===== config.mk =====
export PLATFORM = sky130hd
export DESIGN_NAME = lcd_scanline_mode_timer
export DESIGN_NICKNAME = d
export VERILOG_FILES = /design/src/sv/lst_pkg.sv /design/src/sv/lcd_scanline_mode_timer.sv /design/src/sv/lst_step.sv
export VERILOG_INCLUDE_DIRS = /design/src /design/src/sv
export SDC_FILE = /design/constraint.sdc
export NUM_CORES = 1
export LEC_CHECK = 0
export BUFFER_PORTS_ARGS = -buffer_cell sky130_fd_sc_hd__clkbuf_2
export CORE_UTILIZATION = 25
export CTS_CLUSTER_DIAMETER = 30
export DETAILED_ROUTE_END_ITERATION = 16
export PLACE_DENSITY = 0.47
export SYNTH_ARGS = -nofsm -noshare
export SYNTH_HDL_FRONTEND = slang
export SYNTH_HIERARCHICAL = 1
export SYNTH_SLANG_ARGS = --single-unit

===== constraint.sdc =====
create_clock -name clk -period 4.95 [get_ports clk]
set_input_delay 0.99 -clock clk [delete_from_list [all_inputs] [get_ports clk]]
set_output_delay 0.99 -clock clk [all_outputs]
set_load 0.02 [all_outputs]

===== src/sv/lcd_scanline_mode_timer_defines.svh =====
// Assertion helpers shared by the scanline timer RTL.
// Both macros sample on the rising edge of clk and are disabled while rst_n is low.
`ifndef LCD_SCANLINE_MODE_TIMER_DEFINES_SVH
`define LCD_SCANLINE_MODE_TIMER_DEFINES_SVH

// The consequent must hold in the same cycle as the antecedent.
`define LST_ASSERT_SAME(label, ante, cons, msg) \
    label: assert property (@(posedge clk) disable iff (!rst_n) (ante) |-> (cons)) \
        else $error(msg);

// The consequent must hold in the cycle after the antecedent.
`define LST_ASSERT_NEXT(label, ante, cons, msg) \
    label: assert property (@(posedge clk) disable iff (!rst_n) (ante) |=> (cons)) \
        else $error(msg);

`endif


===== src/sv/lst_pkg.sv =====
`timescale 1ns / 1ps

package lst_pkg;

    localparam int unsigned DOT_W  = 10;
    localparam int unsigned LINE_W = 8;
    localparam int unsigned MODE_W = 2;
    localparam int unsigned SUM_W  = DOT_W + 1;

    localparam logic [DOT_W-1:0]  OAM_END      = 10'd80;
    localparam logic [DOT_W-1:0]  TRANSFER_END = 10'd248;
    localparam logic [LINE_W-1:0] LAST_LINE    = 8'd153;

    localparam logic [MODE_W-1:0] MODE_HBLANK   = 2'd0;
    localparam logic [MODE_W-1:0] MODE_VBLANK   = 2'd1;
    localparam logic [MODE_W-1:0] MODE_OAM      = 2'd2;
    localparam logic [MODE_W-1:0] MODE_TRANSFER = 2'd3;

    // Timer state carried from one word to the next.
    typedef struct packed {
        logic [DOT_W-1:0]  dot;
        logic [LINE_W-1:0] line;
        logic [MODE_W-1:0] mode;
        logic              match;
    } lst_state_t;

    // One result word before packing onto the output bus.
    typedef struct packed {
        logic              frame_clear;
        logic              draw_request;
        logic              vblank_request;
        logic              coincidence;
        logic [MODE_W-1:0] display_mode;
        logic [LINE_W-1:0] line_number;
    } lst_result_t;

endpackage


===== src/sv/lcd_scanline_mode_timer.sv =====
`timescale 1ns / 1ps
// Throughput: one word per cycle while m_tready is high. A word accepted on s_* goes via the input
// and output registers to m_*; the state update is a single add, compare and subtract.
// An input register and an output register decouple the two sides, so input is taken
// while a finished result waits. Reset (rst_n low, asynchronous) clears the dot counter,
// line and coincidence flag, sets the mode to OAM search and compare_line to zero.

`include "lcd_scanline_mode_timer_defines.svh"

module lcd_scanline_mode_timer #(
    parameter int unsigned LINE_CYCLES   = 456,
    parameter int unsigned VISIBLE_LINES = 144
) (
    input  logic        clk,
    input  logic        rst_n,

    // Configuration: compare_line.
    input  logic        cfg_valid,
    output logic        cfg_ready,
    input  logic [7:0]  cfg_data,

    input  logic        s_tvalid,
    output logic        s_tready,
    input  logic [7:0]  s_tdata,   // [7:0] clock_delta

    output logic        m_tvalid,
    input  logic        m_tready,
    // [7:0] line_number, [9:8] display_mode, [10] coincidence,
    // [11] vblank_request, [12] draw_request, [13] frame_clear, [15:14] zero
    output logic [15:0] m_tdata
);

    // Input stage: one word of elapsed clocks waiting to be applied.
    logic       in_valid_reg;
    logic       in_valid_next;
    logic [7:0] in_data_reg;

    // Output stage: the result of the last applied word.
    logic                 out_valid_reg;
    logic                 out_valid_next;
    lst_pkg::lst_result_t out_data_reg;

    // Timer state and the compare register.
    lst_pkg::lst_state_t         state_reg;
    lst_pkg::lst_state_t         state_next;
    lst_pkg::lst_result_t        step_result;
    logic [lst_pkg::LINE_W-1:0]  compare_reg;

    logic advance;

    // The state is updated exactly when a word moves from the input register into the
    // output register, so each step sees the state left by the step before it.
    assign advance   = in_valid_reg && (!out_valid_reg || m_tready);
    assign s_tready  = !in_valid_reg || advance;
    assign cfg_ready = 1'b1;

    lst_step #(
        .LINE_CYCLES   (LINE_CYCLES),
        .VISIBLE_LINES (VISIBLE_LINES)
    ) u_step (
        .state_cur    (state_reg),
        .elapsed      (in_data_reg),
        .compare_line (compare_reg),
        .state_nxt    (state_next),
        .result       (step_result)
    );

    always_comb
    begin
        in_valid_next = in_valid_reg;
        if (advance)
            in_valid_next = 1'b0;
        if (s_tvalid && s_tready)
            in_valid_next = 1'b1;

        out_valid_next = out_valid_reg;
        if (m_tready)
            out_valid_next = 1'b0;
        if (advance)
            out_valid_next = 1'b1;
    end

    always_ff @(posedge clk or negedge rst_n)
    begin
        if (!rst_n)
        begin
            in_valid_reg    <= 1'b0;
            out_valid_reg   <= 1'b0;
            state_reg.dot   <= '0;
            state_reg.line  <= '0;
            state_reg.mode  <= lst_pkg::MODE_OAM;
            state_reg.match <= 1'b0;
            compare_reg     <= '0;
        end
        else
        begin
            in_valid_reg  <= in_valid_next;
            out_valid_reg <= out_valid_next;
            if (advance)
                state_reg <= state_next;
            if (cfg_valid && cfg_ready)
                compare_reg <= cfg_data;
        end
    end

    // Payload registers need no reset.
    always_ff @(posedge clk)
    begin
        if (s_tvalid && s_tready)
            in_data_reg <= s_tdata;
        if (advance)
            out_data_reg <= step_result;
    end

    assign m_tvalid = out_valid_reg;
    assign m_tdata  = {2'b00,
                       out_data_reg.frame_clear,
                       out_data_reg.draw_request,
                       out_data_reg.vblank_request,
                       out_data_reg.coincidence,
                       out_data_reg.display_mode,
                       out_data_reg.line_number};

    // The dot counter never reaches a full line and the line never passes the last one.
    `LST_ASSERT_SAME(a_state_range,
        1'b1,
        (state_reg.dot < lst_pkg::DOT_W'(LINE_CYCLES)) && (state_reg.line <= lst_pkg::LAST_LINE),
        "timer state out of range")

    // A frame-clear result always shows line zero in vertical blank.
    `LST_ASSERT_SAME(a_clear_wrap,
        m_tvalid && m_tdata[13],
        (m_tdata[7:0] == 8'd0) && (m_tdata[9:8] == lst_pkg::MODE_VBLANK),
        "frame clear without wrap to line zero")

    // A draw request only comes with a visible line, never in vertical blank.
    `LST_ASSERT_SAME(a_draw_visible,
        m_tvalid && m_tdata[12],
        (m_tdata[9:8] != lst_pkg::MODE_VBLANK) && (m_tdata[7:0] != 8'd0),
        "draw request outside the visible lines")

    // Each applied word produces a result in the next cycle.
    `LST_ASSERT_NEXT(a_advance_result,
        advance,
        out_valid_reg,
        "applied word produced no result")

endmodule


===== src/sv/lst_step.sv =====
`timescale 1ns / 1ps

// Combinational update of the timer state for one word of elapsed clocks.
module lst_step #(
    parameter int unsigned LINE_CYCLES   = 456,
    parameter int unsigned VISIBLE_LINES = 144
) (
    input  lst_pkg::lst_state_t             state_cur,
    input  logic [7:0]                      elapsed,
    input  logic [lst_pkg::LINE_W-1:0]      compare_line,
    output lst_pkg::lst_state_t             state_nxt,
    output lst_pkg::lst_result_t            result
);

    localparam logic [lst_pkg::SUM_W-1:0]  LineLen = lst_pkg::SUM_W'(LINE_CYCLES);
    localparam logic [lst_pkg::LINE_W-1:0] VisEnd  = lst_pkg::LINE_W'(VISIBLE_LINES);

    logic [lst_pkg::SUM_W-1:0]  sum;
    logic [lst_pkg::LINE_W-1:0] line;
    logic [lst_pkg::MODE_W-1:0] mode;
    logic                       match;
    logic                       draw;
    logic                       vblank;
    logic                       clear;

    always_comb
    begin
        sum    = {1'b0, state_cur.dot} + {{(lst_pkg::SUM_W - 8){1'b0}}, elapsed};
        line   = state_cur.line;
        mode   = state_cur.mode;
        match  = state_cur.match;
        draw   = 1'b0;
        vblank = 1'b0;
        clear  = 1'b0;

        // The remainder is always below one line length, so one subtract suffices.
        if (sum >= LineLen)
        begin
            sum   = sum - LineLen;
            line  = line + 8'd1;
            match = (line == compare_line);
            draw  = (line < VisEnd);
        end

        if (line < VisEnd)
        begin
            priority if (sum[lst_pkg::DOT_W-1:0] < lst_pkg::OAM_END)
                mode = lst_pkg::MODE_OAM;
            else if (sum[lst_pkg::DOT_W-1:0] < lst_pkg::TRANSFER_END)
                mode = lst_pkg::MODE_TRANSFER;
            else
                mode = lst_pkg::MODE_HBLANK;
        end
        else
        begin
            if (mode != lst_pkg::MODE_VBLANK)
            begin
                mode   = lst_pkg::MODE_VBLANK;
                vblank = 1'b1;
            end
            // The line went one past the last one: wrap to the top of the frame.
            if (line > lst_pkg::LAST_LINE)
            begin
                line  = '0;
                clear = 1'b1;
            end
        end

        state_nxt.dot   = sum[lst_pkg::DOT_W-1:0];
        state_nxt.line  = line;
        state_nxt.mode  = mode;
        state_nxt.match = match;

        result.line_number    = line;
        result.display_mode   = mode;
        result.coincidence    = match;
        result.vblank_request = vblank;
        result.draw_request   = draw;
        result.frame_clear    = clear;
    end

endmodule

==> results_tabular.tex, run 1 <==
\begin{tabular}{lr}
\hline
Metric & Value \\
\hline
\multicolumn{2}{l}{\textbf{CTS}} \\
\quad CTS tree & built \\
\quad Clock latency on the worst-skew pair & about 300 ps \\
\quad Clock transition at the registers of the reported paths & approximately 70 ps \\
\quad Number of sinks driven by the clock tree & 53 \\
\quad Clock root buffer master & clkbuf\_16 \\
\quad Post-cts sizing count & 0 \\
\quad Count of hold-fix buffers inserted at cts & 0 \\
\quad CTS max path bufs & 2 \\
\quad Post-CTS Setup Inserts & 0 \\
\quad CTS buffer count & 5 \\
\quad Htree depth & 2 \\
\multicolumn{2}{l}{\textbf{Worst setup path}} \\
\quad Critical path class & flop to flop \\
\quad CP delay by family, top & compound AO/OA/AOI/OAI gates \\
\quad Worst Setup End Kind & flop \\
\quad Capturing point of the worst reg2reg path & state\_reg[6] \\
\quad Crit-path slowest cell & a211oi\_1 \\
\quad Crit Path Max Fanout & 7 \\
\quad Startpoint of the worst-slack reg-to-reg timing path & state\_reg[11] \\
\quad Count of buffer and inverter cells on the critical path & 1 \\
\quad Arrival time reported for the critical path endpoint & between 4000 and 5000 ps \\
\quad Ordered list of cells on the worst path & ha\_1 -> inv\_1 -> fa\_1 -> nand2b\_1 -> a21oi\_1 -> xnor2\_1 -> ha\_1 -> nor4b\_1 -> nor2\_1 -> o2111ai\_4 -> a2111oi\_1 -> a211oi\_1 -> o21a\_1 -> nor2\_1 -> mux2\_4 \\
\quad Setup crit start kind & flop \\
\quad Delay of the slowest cell on the worst path & 520 ps \\
\quad R2R depth & 15 \\
\quad Worst reg2reg setup slack & $\sim$750 ps \\
\quad Worst EP required & 5140 ps \\
\multicolumn{2}{l}{\textbf{Timing}} \\
\quad Final-report max-slew violation count & 0 \\
\quad Endpoints failing hold & 0 \\
\quad Setup repair after global routing missed its margin & false \\
\quad Highest achievable clock rate & $\sim$240 MHz \\
\quad Final setup violation count & 0 \\
\quad Period utilization & $\sim$85\% \\
\quad Slew of the pin with the lowest slew margin & 866 ps \\
\quad Max\_slew headroom & 42.3\% \\
\quad Setup TNS & 0 ps \\
\quad Worst clock skew on the final layout & $\sim$8.5 ps \\
\quad Shortest period the worst path allows & $\sim$4200 ps \\
\multicolumn{2}{l}{\textbf{GRT}} \\
\quad GRT overflow & 0 \\
\quad Number of antenna violations at the first check in global routing & 0 \\
\quad Total track usage & between 10\% and 20\% \\
\quad Maximum number of pins on one net before global-route repair & 32 \\
\quad Via count of the first global-routing pass & about 2500 \\
\quad Wire length of the first global-routing pass & 12800 µm \\
\multicolumn{2}{l}{\textbf{Floorplanning}} \\
\quad Vertical die dimension & approximately 120 µm \\
\quad Starting density of the core & roughly a quarter \\
\quad Placement Rows & 43 \\
\quad Top-level I/O count & 40 \\
\quad Die Wd & between 100 and 150 µm \\
\quad Placeable Area & approximately 14000 µm² \\
\quad Die area & roughly 15000 µm² \\
\multicolumn{2}{l}{\textbf{Min path}} \\
\quad Type of the most critical hold path & flop to flop \\
\quad Worst hold path stage count & 1 \\
\quad Start point of the worst min-delay path & state\_reg[0] \\
\quad Hold EP & state\_reg[0] \\
\multicolumn{2}{l}{\textbf{Logic synthesis}} \\
\quad Cell types with the largest area share after synthesis & dfrtp\_1 (21\%), edfxtp\_1 (18\%), mux2\_4 (8.0\%), xnor2\_1 (4.4\%), buf\_4 (3.8\%) \\
\quad Library cell occupying the most area in the post-synthesis netlist & dfrtp\_1 \\
\quad Synthesis Warnings & 6 \\
\quad Fraction of post-synthesis cell area in the top cell type by area & a little over a fifth \\
\quad Mapped Cells & around 330 \\
\quad Most common flop cell mapped by yosys & dfrtp\_1 \\
\quad Area of the mapped netlist & roughly 3600 µm² \\
\quad Async set or reset register ratio after synthesis & approximately 60\% \\
\quad Mean cell area of the mapped netlist & around 11 µm² \\
\quad Count of unique library cells instantiated by Yosys & 68 \\
\quad EDFF count, synth & 22 \\
\quad Seq/Total Area, Yosys & around two fifths \\
\quad Number of flip-flops and latches in the synthesized netlist & between 50 and 60 \\
\multicolumn{2}{l}{\textbf{Final layout}} \\
\quad Count of antenna diodes in the layout & 0 \\
\quad Area growth from synthesis to layout & 9.84\% \\
\quad Fraction of final layout cells with drive strength greater than 1 & 26.2\% \\
\quad Layout Nets & approximately 380 \\
\quad Most used cells in the layout excluding fill and tap cells & clkbuf\_2 (36), dfrtp\_1 (30), edfxtp\_1 (22), nor2\_1 (22) \\
\quad Most common cell after layout, fill and taps aside & clkbuf\_2 \\
\quad Finished layout cell area & $\sim$4000 µm² \\
\quad Flip-flop count of the largest register after layout & 21 \\
\multicolumn{2}{l}{\textbf{Route}} \\
\quad DR vias & roughly 2500 \\
\quad Drc violations & 0 \\
\quad Vias per Instance & $\sim$4.8 \\
\quad Wirelength, routed & 7610 µm \\
\quad Met3 layer wire length in the routed design & approximately 280 µm \\
\quad Top layer in use & met4 \\
\quad Wire length on met1 & 3980 µm \\
\quad DR pass1 iterations & 4 \\
\quad Violation count after the first detailed-route iteration & between 200 and 250 \\
\quad Met2 layer wire length in the routed design & around 3200 µm \\
\quad Average wire per cell in the routed design & 14.4 µm \\
\quad Post-route ant nets & 0 \\
\multicolumn{2}{l}{\textbf{Placed design}} \\
\quad Final weighted congestion of routability-driven global placement & $\sim$0.8 \\
\quad Count of input and output buffers & 36 \\
\quad Instance area after placement & $\sim$3800 µm² \\
\quad HPWL after detailed placement & approximately 5600 µm \\
\multicolumn{2}{l}{\textbf{Status}} \\
\quad Status & complete, no violations \\
\multicolumn{2}{l}{\textbf{Pwr}} \\
\quad Highest ir drop seen on vdd & 175 µV \\
\quad Leakage power total & roughly 1.6 nW \\
\quad Power density over cell area & between 600 and 700 nW/µm² \\
\multicolumn{2}{l}{\textbf{Run}} \\
\quad Number of max-cap violations & 0 \\
\hline
\end{tabular}
[metal layers]
metal / GRT usage (%) / vias to the layer above
li1: - / 1241
met1: 15.7 / 1209
met2: 16.7 / 56
met3: 2.39 / 7
met4: 3.40 / 0
met5: 0 / -
[worst reg2reg max path, delay by kind of cell, from the launching register on]
family | cells | cell delay, ps
xor gates and xnor gates | 1 | 190
and+or+nand+nor | 4 | 860
adders and majority gates | 3 | 870
muxes | 1 | 270
buffers and inverters | 1 | 70
DFF | 1 | 360
AOI/OAI and AO/OA | 5 | 1480
[synthesized netlist by cell type, types with 5 or more instances]
master    instances
buf_2             5
edfxtp_1         22
o21ai_0           8
or3_1             5
clkbuf_1          6
mux2_2           12
xor2_1            9
nor2b_1           5
nor2_1           22
ha_1             10
mux2_4           19
a21oi_1          19
buf_4            18
dfrtp_1          30
nand2_1          13
nor3_1            6
nand3_1           9
inv_1            11
xnor2_1          18
[stage by stage]
step | total power (W) | util, % | setup slack [ps] | hold slack (ps) | std cells
floorplan | 0.00195 | - | 1260 | 479 | 335
global placement | 0.00215 | 27.1 | 927 | 497 | 519
detailed placement | 0.00215 | 27.1 | 829 | 496 | 519
CTS | 0.00254 | 28.2 | 774 | 517 | 527
global route | 0.00274 | 28.2 | 403 | 526 | 527
finish | 0.00253 | 28.2 | 753 | 513 | 527
[power by group]
group / internal (W) / total, W / switching, W / leakage, nW
clock: 0.000192 / 0.000369 / 0.000177 / 0.0680
combinational: 0.000630 / 0.00148 / 0.000854 / 0.938
sequential: 0.000598 / 0.000676 / 0.0000784 / 0.593
total: 0.00142 / 0.00253 / 0.00111 / 1.60
[kinds of logic after synthesis]
family	count (synthesis)	share of synthesized area (%)
buf+inv	44	7.10
simple gates	89	13.5
flops	53	40.2
mux	34	12.6
xor+xnor	27	6.62
fa+ha+maj	11	4.06
other cells	2	0.210
compound gates	74	15.6
[how the worst max path moves through the flow]
| stage | start | to | slack (ps) | depth (start not counted) |
|---|---|---|---|---|
| CTS | state_reg[11] | state_reg[6] | 770 | 15 |
| detailed placement | state_reg[11] | state_reg[3] | 830 | 15 |
| global placement | state_reg[11] | state_reg[7] | 930 | 15 |
| global route | state_reg[11] | state_reg[6] | 400 | 15 |
| finish | state_reg[11] | state_reg[6] | 750 | 15 |
| floorplan | state_reg[11] | state_reg[3] | 1260 | 16 |
[layout make-up]
cell class              instances  area [µm²]
clock buffers                   5         125
clock inverters                 3        26.3
fillers                      1441       10000
inverters                      12        45.0
multi-input cells             238        1890
flip-flops and latches         53        1440
well taps                     180         225
repair buffers                 36         180
No activity file was read; power rests on OpenSTA's default activity.
==> run 2: changes to the inputs <==
--- a/config.mk
+++ b/config.mk
@@ -6,11 +6,12 @@
 export SDC_FILE = /design/constraint.sdc
 export NUM_CORES = 1
 export LEC_CHECK = 0
+export ABC_AREA = 1
 export BUFFER_PORTS_ARGS = -buffer_cell sky130_fd_sc_hd__clkbuf_2
 export CORE_UTILIZATION = 25
 export CTS_CLUSTER_DIAMETER = 30
 export DETAILED_ROUTE_END_ITERATION = 16
-export PLACE_DENSITY = 0.47
+export PLACE_DENSITY = 0.48
 export SYNTH_ARGS = -nofsm -noshare
 export SYNTH_HDL_FRONTEND = slang
 export SYNTH_HIERARCHICAL = 1
==> constraint.sdc (replaced) <==
create_clock -name clk -period 3.7 [get_ports clk]
set_input_delay 0.74 -clock clk [delete_from_list [all_inputs] [get_ports clk]]
set_output_delay 0.74 -clock clk [all_outputs]
set_load 0.02 [all_outputs]
==> results_tabular.tex, run 2 <==
\begin{tabular}{lr}
\hline
Metric & Value \\
\hline
\multicolumn{2}{l}{\textbf{Timing}} \\
\quad Shortest period the worst path allows & about 3300 ps \\
\quad Final worst hold slack & around 470 ps \\
\quad Setup repair after global routing missed its margin & false \\
\quad Final setup violation count & 0 \\
\quad Highest achievable clock rate & $\sim$300 MHz \\
\quad Worst clock skew on the final layout & roughly 6.6 ps \\
\quad Setup TNS & 0 ps \\
\quad Max\_slew headroom & a little over two fifths \\
\quad Endpoints failing hold & 0 \\
\quad Period utilization & between 90\% and 100\% \\
\quad Final-report max-slew violation count & 0 \\
\quad Setup slack of the critical path after layout & $\sim$360 ps \\
\quad Slew of the pin with the lowest slew margin & around 860 ps \\
\multicolumn{2}{l}{\textbf{Logic synthesis}} \\
\quad Mapped Cells & between 400 and 500 \\
\quad Post-synthesis share of cell area spent on full adders, half adders and majority gates & 4.21\% \\
\quad Most common flop cell mapped by yosys & dfrtp\_1 \\
\quad Top cells by instance count after synthesis & nand2\_1 (118), inv\_1 (51), nand3\_1 (38) \\
\quad Count of unique library cells instantiated by Yosys & 40 \\
\quad Mean cell area of the mapped netlist & 8.18 µm² \\
\quad Cell types with the largest area share after synthesis & dfrtp\_1 (22\%), edfxtp\_1 (19\%), nand2\_1 (13\%), inv\_1 (5.6\%), nand3\_1 (5.5\%) \\
\quad Library cell occupying the most area in the post-synthesis netlist & dfrtp\_1 \\
\quad Share of the synthesized area in compound gates (AO/OA/AOI/OAI) & 5.95\% \\
\quad Mux cell area share after synthesis & 0\% \\
\quad Seq/Total Area, Yosys & 41.7\% \\
\quad Number of flip-flops and latches in the synthesized netlist & 53 \\
\quad Xor/xnor share of the synthesized area & between 3 and 4\% \\
\quad Area of the mapped netlist & roughly 3400 µm² \\
\quad Synthesis Warnings & 6 \\
\quad Cell with the most instances after synthesis & nand2\_1 \\
\quad Fraction of post-synthesis cell area in the top cell type by area & between 20\% and 30\% \\
\quad Async set or reset register ratio after synthesis & between 50\% and 60\% \\
\quad Largest family of logic cells by synthesized area & simple AND/OR/NAND/NOR gates \\
\quad Synthesized-area fraction occupied by and/or/nand/nor cells & between 30\% and 40\% \\
\quad EDFF count, synth & 22 \\
\multicolumn{2}{l}{\textbf{CTS}} \\
\quad Count of hold-fix buffers inserted at cts & 0 \\
\quad Clock transition at the registers of the reported paths & 70 ps \\
\quad Post-cts sizing count & 0 \\
\quad Number of sinks driven by the clock tree & 53 \\
\quad CTS buffer count & 5 \\
\quad Clock latency on the worst-skew pair & 290 ps \\
\quad CTS tree & built \\
\quad Htree depth & 2 \\
\quad Clock root buffer master & clkbuf\_16 \\
\quad CTS max path bufs & 2 \\
\quad Post-CTS Setup Inserts & 0 \\
\multicolumn{2}{l}{\textbf{Min path}} \\
\quad Start point of the worst min-delay path & state\_reg[2] \\
\quad Worst hold path stage count & 2 \\
\quad Type of the most critical hold path & flop to flop \\
\quad Hold EP & state\_reg[2] \\
\multicolumn{2}{l}{\textbf{Worst setup path}} \\
\quad Startpoint of the worst-slack reg-to-reg timing path & state\_reg[11] \\
\quad Critical path class & flop to flop \\
\quad Capturing point of the worst reg2reg path & state\_reg[7] \\
\quad Delay of the slowest cell on the worst path & between 300 and 400 ps \\
\quad Setup crit start kind & flop \\
\quad Ordered list of cells on the worst path & ha\_1 -> inv\_1 -> fa\_1 -> inv\_1 -> nand2\_1 -> nand2\_1 -> nand3\_1 -> nand2\_2 -> ha\_1 -> nand3\_1 -> nand4\_4 -> nand3\_4 -> o21ai\_0 -> and2\_4 -> nand2\_4 -> a21oi\_1 -> nand3\_1 -> nand2\_1 \\
\quad Arrival time reported for the critical path endpoint & about 3600 ps \\
\quad Worst EP required & 3930 ps \\
\quad R2R depth & 18 \\
\quad Count of buffer and inverter cells on the critical path & 2 \\
\quad CP delay by family, top & simple AND/OR/NAND/NOR gates \\
\quad Worst reg2reg setup slack & $\sim$360 ps \\
\quad Worst Setup End Kind & flop \\
\quad Crit-path slowest cell & fa\_1 \\
\quad Crit Path Max Fanout & 23 \\
\multicolumn{2}{l}{\textbf{Final layout}} \\
\quad Layout Nets & approximately 470 \\
\quad Finished layout cell area & between 3000 and 4000 µm² \\
\quad Area growth from synthesis to layout & 10.2\% \\
\quad Most common cell after layout, fill and taps aside & nand2\_1 \\
\quad Flip-flop count of the largest register after layout & 21 \\
\quad Filler Cell Count & 1481 \\
\quad Most used cells in the layout excluding fill and tap cells & nand2\_1 (118), inv\_1 (51), nand3\_1 (38) \\
\quad Count of antenna diodes in the layout & 0 \\
\quad Fraction of final layout cells with drive strength greater than 1 & between 20\% and 30\% \\
\multicolumn{2}{l}{\textbf{Pwr}} \\
\quad Total chip power & 0.00380 W \\
\quad Switching power summed over all nets & 0.00187 W \\
\quad Share of power burned in combinational logic & 60.7\% \\
\quad Part of the power in the clock network & 12.3\% \\
\quad Power density over cell area & 1000 nW/µm² \\
\quad Seq pwr share & roughly 27\% \\
\quad Switching fraction of total power & 49.1\% \\
\quad Leakage power total & 1.86 nW \\
\quad Highest ir drop seen on vdd & around 300 µV \\
\quad Internal Power & between 0.0015 and 0.002 W \\
\multicolumn{2}{l}{\textbf{GRT}} \\
\quad Wire length of the first global-routing pass & 12500 µm \\
\quad Via count of the first global-routing pass & $\sim$2500 \\
\quad Number of antenna violations at the first check in global routing & 0 \\
\quad GRT overflow & 0 \\
\quad Maximum number of pins on one net before global-route repair & 32 \\
\quad Total track usage & around 11\% \\
\multicolumn{2}{l}{\textbf{Placed design}} \\
\quad Pre-CTS WS & 401 ps \\
\quad Count of input and output buffers & 36 \\
\quad Final weighted congestion of routability-driven global placement & $\sim$0.86 \\
\quad Instance area after placement & about 3700 µm² \\
\quad HPWL after detailed placement & 5510 µm \\
\multicolumn{2}{l}{\textbf{Run}} \\
\quad Number of max-cap violations & 0 \\
\multicolumn{2}{l}{\textbf{Route}} \\
\quad Drc violations & 0 \\
\quad Average wire per cell in the routed design & $\sim$12 µm \\
\quad DR pass1 iterations & 4 \\
\quad Post-route ant nets & 0 \\
\quad DR vias & 2562 \\
\quad Vias per Instance & slightly above 4 \\
\quad Wirelength, routed & about 7200 µm \\
\quad Violation count after the first detailed-route iteration & 117 \\
\multicolumn{2}{l}{\textbf{Floorplanning}} \\
\quad Die Wd & approximately 120 µm \\
\quad Vertical die dimension & approximately 120 µm \\
\quad Starting density of the core & around a quarter \\
\quad Placement Rows & 42 \\
\quad Die area & 14300 µm² \\
\quad Top-level I/O count & 40 \\
\quad Placeable Area & around 13000 µm² \\
\multicolumn{2}{l}{\textbf{Status}} \\
\quad Status & complete, no violations \\
\hline
\end{tabular}
-- run 2: cell types whose count changed after synthesis, moves of 13 or more --
cell,previous run,this run
nand2_1,13,118
inv_1,11,51
nand3_1,9,38
nand2_2,0,20
xnor2_1,18,5
mux2_4,19,0
-- run 2: per-stage QoR --
| stage | utilization [%] | cells |
|---|---|---|
| CTS | 28.4 | 616 |
| global placement | 27.4 | 608 |
| global route | 28.4 | 616 |
| finish | 28.4 | 616 |
| floorplan | - | 422 |
| detailed placement | 27.4 | 608 |
-- run 2: worst max-delay path by stage --
stage                  start      endpoint  slack (ps)  depth (start not counted)
2_1_floorplan  state_reg[11]  state_reg[1]         870                         21
3_3_place_gp   state_reg[11]  state_reg[7]         510                         18
3_5_place_dp   state_reg[11]  state_reg[6]         400                         18
4_1_cts        state_reg[11]  state_reg[6]         380                         18
5_1_grt        state_reg[11]  state_reg[7]          60                         18
6_report       state_reg[11]  state_reg[7]         360                         18
-- run 2: kinds of logic (layout without fill, tap and decap cells) --
family,count (synthesis),count (layout)
AND/OR/NAND/NOR,228,228
buffers and inverters,80,98
flip-flops,53,53
AO/OA/AOI/OAI,34,34
XOR/XNOR,13,13
adder cells (fa/ha/maj),11,11
other,2,3
-- run 2: cell type report --
type / instances / area (µm²) / share of cell area [%]
tap: 176 / 220 / 5.80
multi-input combinational: 289 / 1610 / 42.3
timing repair buffer: 37 / 188 / 4.94
clock inverter: 3 / 21.3 / 0.560
sequential: 53 / 1440 / 37.9
inverter: 53 / 199 / 5.24
clock buffer: 5 / 125 / 3.29
-- run 2: per-layer routing --
metal  vias to the layer above  share of wire [%]  wire (µm)  track usage [%]
met4                         0                1.4         98             3.52
met3                         8                2.9        207             1.58
li1                       1361                  -          -                -
met5                         -                  0          0                0
met1                      1148                 54       3880             15.8
met2                        45                 42       3060             17.2
-- run 2: worst register-to-register path: stages, from the launching register on --
cell     delay, ps
dfrtp_1        350
ha_1           160
inv_1           50
fa_1           380
inv_1           80
nand2_1         60
nand2_1        120
nand3_1        100
nand2_2        100
ha_1           190
nand3_1        150
nand4_4        160
nand3_4        280
o21ai_0        350
and2_4         240
nand2_4         70
a21oi_1        190
nand3_1        110
nand2_1        100
-- run 2: power groups by stage --
stage	combinational (W)	clock, W	sequential (W)
global placement	0.00230	0	0.00104
finish	0.00231	0.000468	0.00103
detailed placement	0.00231	0	0.00104
CTS	0.00232	0.000490	0.00103
floorplan	0.00211	0	0.00110
global route	0.00263	0.000507	0.00106
==> run 3: changes to the inputs <==
--- a/config.mk
+++ b/config.mk
@@ -8,10 +8,14 @@
 export LEC_CHECK = 0
 export ABC_AREA = 1
 export BUFFER_PORTS_ARGS = -buffer_cell sky130_fd_sc_hd__clkbuf_2
+export CELL_PAD_IN_SITES_DETAIL_PLACEMENT = 0
+export CELL_PAD_IN_SITES_GLOBAL_PLACEMENT = 2
+export CORE_MARGIN = 4
 export CORE_UTILIZATION = 25
 export CTS_CLUSTER_DIAMETER = 30
 export DETAILED_ROUTE_END_ITERATION = 16
-export PLACE_DENSITY = 0.48
+export GPL_ROUTABILITY_DRIVEN = 1
+export PLACE_DENSITY = 0.69
 export SYNTH_ARGS = -nofsm -noshare
 export SYNTH_HDL_FRONTEND = slang
 export SYNTH_HIERARCHICAL = 1
==> results_tabular.tex, run 3 (synthesized netlist as in run 2, its figures left out) <==
\begin{tabular}{lr}
\hline
Metric & Value \\
\hline
\multicolumn{2}{l}{\textbf{Route}} \\
\quad Drc violations & 0 \\
\quad Wirelength, routed & 7820 µm \\
\quad Post-route ant nets & 0 \\
\quad DR vias & 2597 \\
\quad Violation count after the first detailed-route iteration & around 120 \\
\quad Average wire per cell in the routed design & around 13 µm \\
\quad Vias per Instance & between 4 and 5 \\
\quad DR pass1 iterations & 4 \\
\multicolumn{2}{l}{\textbf{Timing}} \\
\quad Highest achievable clock rate & $\sim$300 MHz \\
\quad Max\_slew headroom & 42.3\% \\
\quad Setup TNS & 0 ps \\
\quad Slew of the pin with the lowest slew margin & a little under 900 ps \\
\quad Final setup violation count & 0 \\
\quad Setup repair after global routing missed its margin & false \\
\quad Setup slack of the critical path after layout & 425 ps \\
\quad Endpoints failing hold & 0 \\
\quad Final-report max-slew violation count & 0 \\
\quad Period utilization & roughly nine tenths \\
\quad Shortest period the worst path allows & around 3300 ps \\
\quad Worst clock skew on the final layout & just under 9 ps \\
\multicolumn{2}{l}{\textbf{CTS}} \\
\quad CTS buffer count & 5 \\
\quad Post-CTS Setup Inserts & 0 \\
\quad Post-cts sizing count & 0 \\
\quad Number of sinks driven by the clock tree & 53 \\
\quad CTS max path bufs & 2 \\
\quad Clock root buffer master & clkbuf\_16 \\
\quad Clock latency on the worst-skew pair & roughly 300 ps \\
\quad Count of hold-fix buffers inserted at cts & 0 \\
\quad Htree depth & 2 \\
\quad Clock transition at the registers of the reported paths & around 80 ps \\
\quad CTS tree & built \\
\multicolumn{2}{l}{\textbf{GRT}} \\
\quad Maximum number of pins on one net before global-route repair & 32 \\
\quad Via count of the first global-routing pass & 2686 \\
\quad GRT overflow & 0 \\
\quad Number of antenna violations at the first check in global routing & 0 \\
\quad Wire length of the first global-routing pass & around 14000 µm \\
\quad Total track usage & between 10\% and 20\% \\
\multicolumn{2}{l}{\textbf{Worst setup path}} \\
\quad R2R depth & 20 \\
\quad Arrival time reported for the critical path endpoint & roughly 3500 ps \\
\quad Ordered list of cells on the worst path & ha\_1 -> inv\_1 -> fa\_1 -> inv\_1 -> nand2\_1 -> nand2\_1 -> nand3\_1 -> nand2\_2 -> ha\_1 -> nand3\_1 -> nand4\_4 -> nand3\_4 -> buf\_4 -> o21ai\_2 -> nand2\_1 -> nand2\_2 -> nand2\_4 -> a21oi\_1 -> nand3\_1 -> nand2\_1 \\
\quad Setup crit start kind & flop \\
\quad Crit-path slowest cell & fa\_1 \\
\quad Dominant cell type by count on the critical path & nand2\_1 \\
\quad Critical path class & flop to flop \\
\quad Worst Setup End Kind & flop \\
\quad Count of buffer and inverter cells on the critical path & 3 \\
\quad CP delay by family, top & simple AND/OR/NAND/NOR gates \\
\quad Capturing point of the worst reg2reg path & state\_reg[7] \\
\quad Worst EP required & slightly below 4000 ps \\
\quad Startpoint of the worst-slack reg-to-reg timing path & state\_reg[11] \\
\quad Crit Path Max Fanout & 17 \\
\quad Worst reg2reg setup slack & between 400 and 500 ps \\
\quad Delay of the slowest cell on the worst path & about 380 ps \\
\multicolumn{2}{l}{\textbf{Floorplanning}} \\
\quad Starting density of the core & between 20\% and 30\% \\
\quad Vertical die dimension & roughly 130 µm \\
\quad Placement Rows & 42 \\
\quad Placeable Area & 13300 µm² \\
\quad Die area & 15700 µm² \\
\quad Die Wd & between 100 and 150 µm \\
\quad Top-level I/O count & 40 \\
\multicolumn{2}{l}{\textbf{Min path}} \\
\quad Hold EP & state\_reg[2] \\
\quad Worst hold path stage count & 2 \\
\quad Type of the most critical hold path & flop to flop \\
\quad Start point of the worst min-delay path & state\_reg[2] \\
\multicolumn{2}{l}{\textbf{Final layout}} \\
\quad Flip-flop count of the largest register after layout & 21 \\
\quad Most common cell after layout, fill and taps aside & nand2\_1 \\
\quad Filler Cell Count & 1483 \\
\quad Area growth from synthesis to layout & 10.7\% \\
\quad Most used cells in the layout excluding fill and tap cells & nand2\_1 (118), inv\_1 (51), nand3\_1 (38) \\
\quad Fraction of final layout cells with drive strength greater than 1 & a little under a quarter \\
\quad Total area of sequential cells & approximately 1400 µm² \\
\quad Count of antenna diodes in the layout & 0 \\
\quad Layout Nets & between 400 and 500 \\
\quad Multi-input logic area & $\sim$1600 µm² \\
\multicolumn{2}{l}{\textbf{Placed design}} \\
\quad HPWL after detailed placement & between 5000 and 6000 µm \\
\quad Count of input and output buffers & 36 \\
\quad Pre-CTS WS & about 440 ps \\
\quad Final weighted congestion of routability-driven global placement & roughly 0.77 \\
\multicolumn{2}{l}{\textbf{Pwr}} \\
\quad Power density over cell area & approximately 1000 nW/µm² \\
\quad Highest ir drop seen on vdd & $\sim$220 µV \\
\quad Leakage power total & around 1.9 nW \\
\multicolumn{2}{l}{\textbf{Status}} \\
\quad Status & complete, no violations \\
\multicolumn{2}{l}{\textbf{Run}} \\
\quad Number of max-cap violations & 0 \\
\hline
\end{tabular}
[run 3: worst max path at each step]
stage / slack [ps] / depth (start not counted) / from / endpoint
after global routing: 110 / 20 / state_reg[11] / state_reg[7]
after global placement: 510 / 20 / state_reg[11] / state_reg[7]
after floorplan: 870 / 21 / state_reg[11] / state_reg[1]
after detailed placement: 440 / 20 / state_reg[11] / state_reg[7]
final: 430 / 20 / state_reg[11] / state_reg[7]
after CTS: 420 / 20 / state_reg[11] / state_reg[7]
[run 3: metal layers]
| layer | share of wire, % | global-route usage (%) | up-vias |
|---|---|---|---|
| met3 | 2.4 | 1.66 | 7 |
| met2 | 45 | 16.8 | 39 |
| met4 | 1.6 | 3.64 | 0 |
| li1 | - | - | 1368 |
| met5 | 0 | 0 | - |
| met1 | 51 | 14.9 | 1183 |
[run 3: cell type report]
| type | count | share of cell area [%] |
|---|---|---|
| clock inverters | 3 | 0.656 |
| multi-input cells | 289 | 42.1 |
| clock buffers | 5 | 3.28 |
| repair buffers | 39 | 5.31 |
| flip-flops and latches | 53 | 37.7 |
| well taps | 176 | 5.77 |
| inverters | 53 | 5.21 |
[run 3: worst min-delay path: stages (launching register included)]
cell	delay (ps)
dfstp_2	380
nand2_1	50
nand2_1	40
[run 3: per-stage QoR]
stage                     cells  util, %  area (µm²)  hold slack (ps)  total power, W
after floorplan             422        -        3450              442         0.00321
after global placement      610     27.5        3670              456         0.00342
after detailed placement    610     27.5        3670              456         0.00342
after CTS                   618     28.6        3820              468         0.00393
after global routing        618     28.6        3820              498         0.00428
final                       618     28.6        3820              466         0.00387
[run 3: power breakdown]
part / internal [W] / switching (W) / leakage (nW)
clock: 0.000255 / 0.000236 / 0.0704
combinational: 0.000810 / 0.00154 / 1.20
sequential: 0.000889 / 0.000135 / 0.600
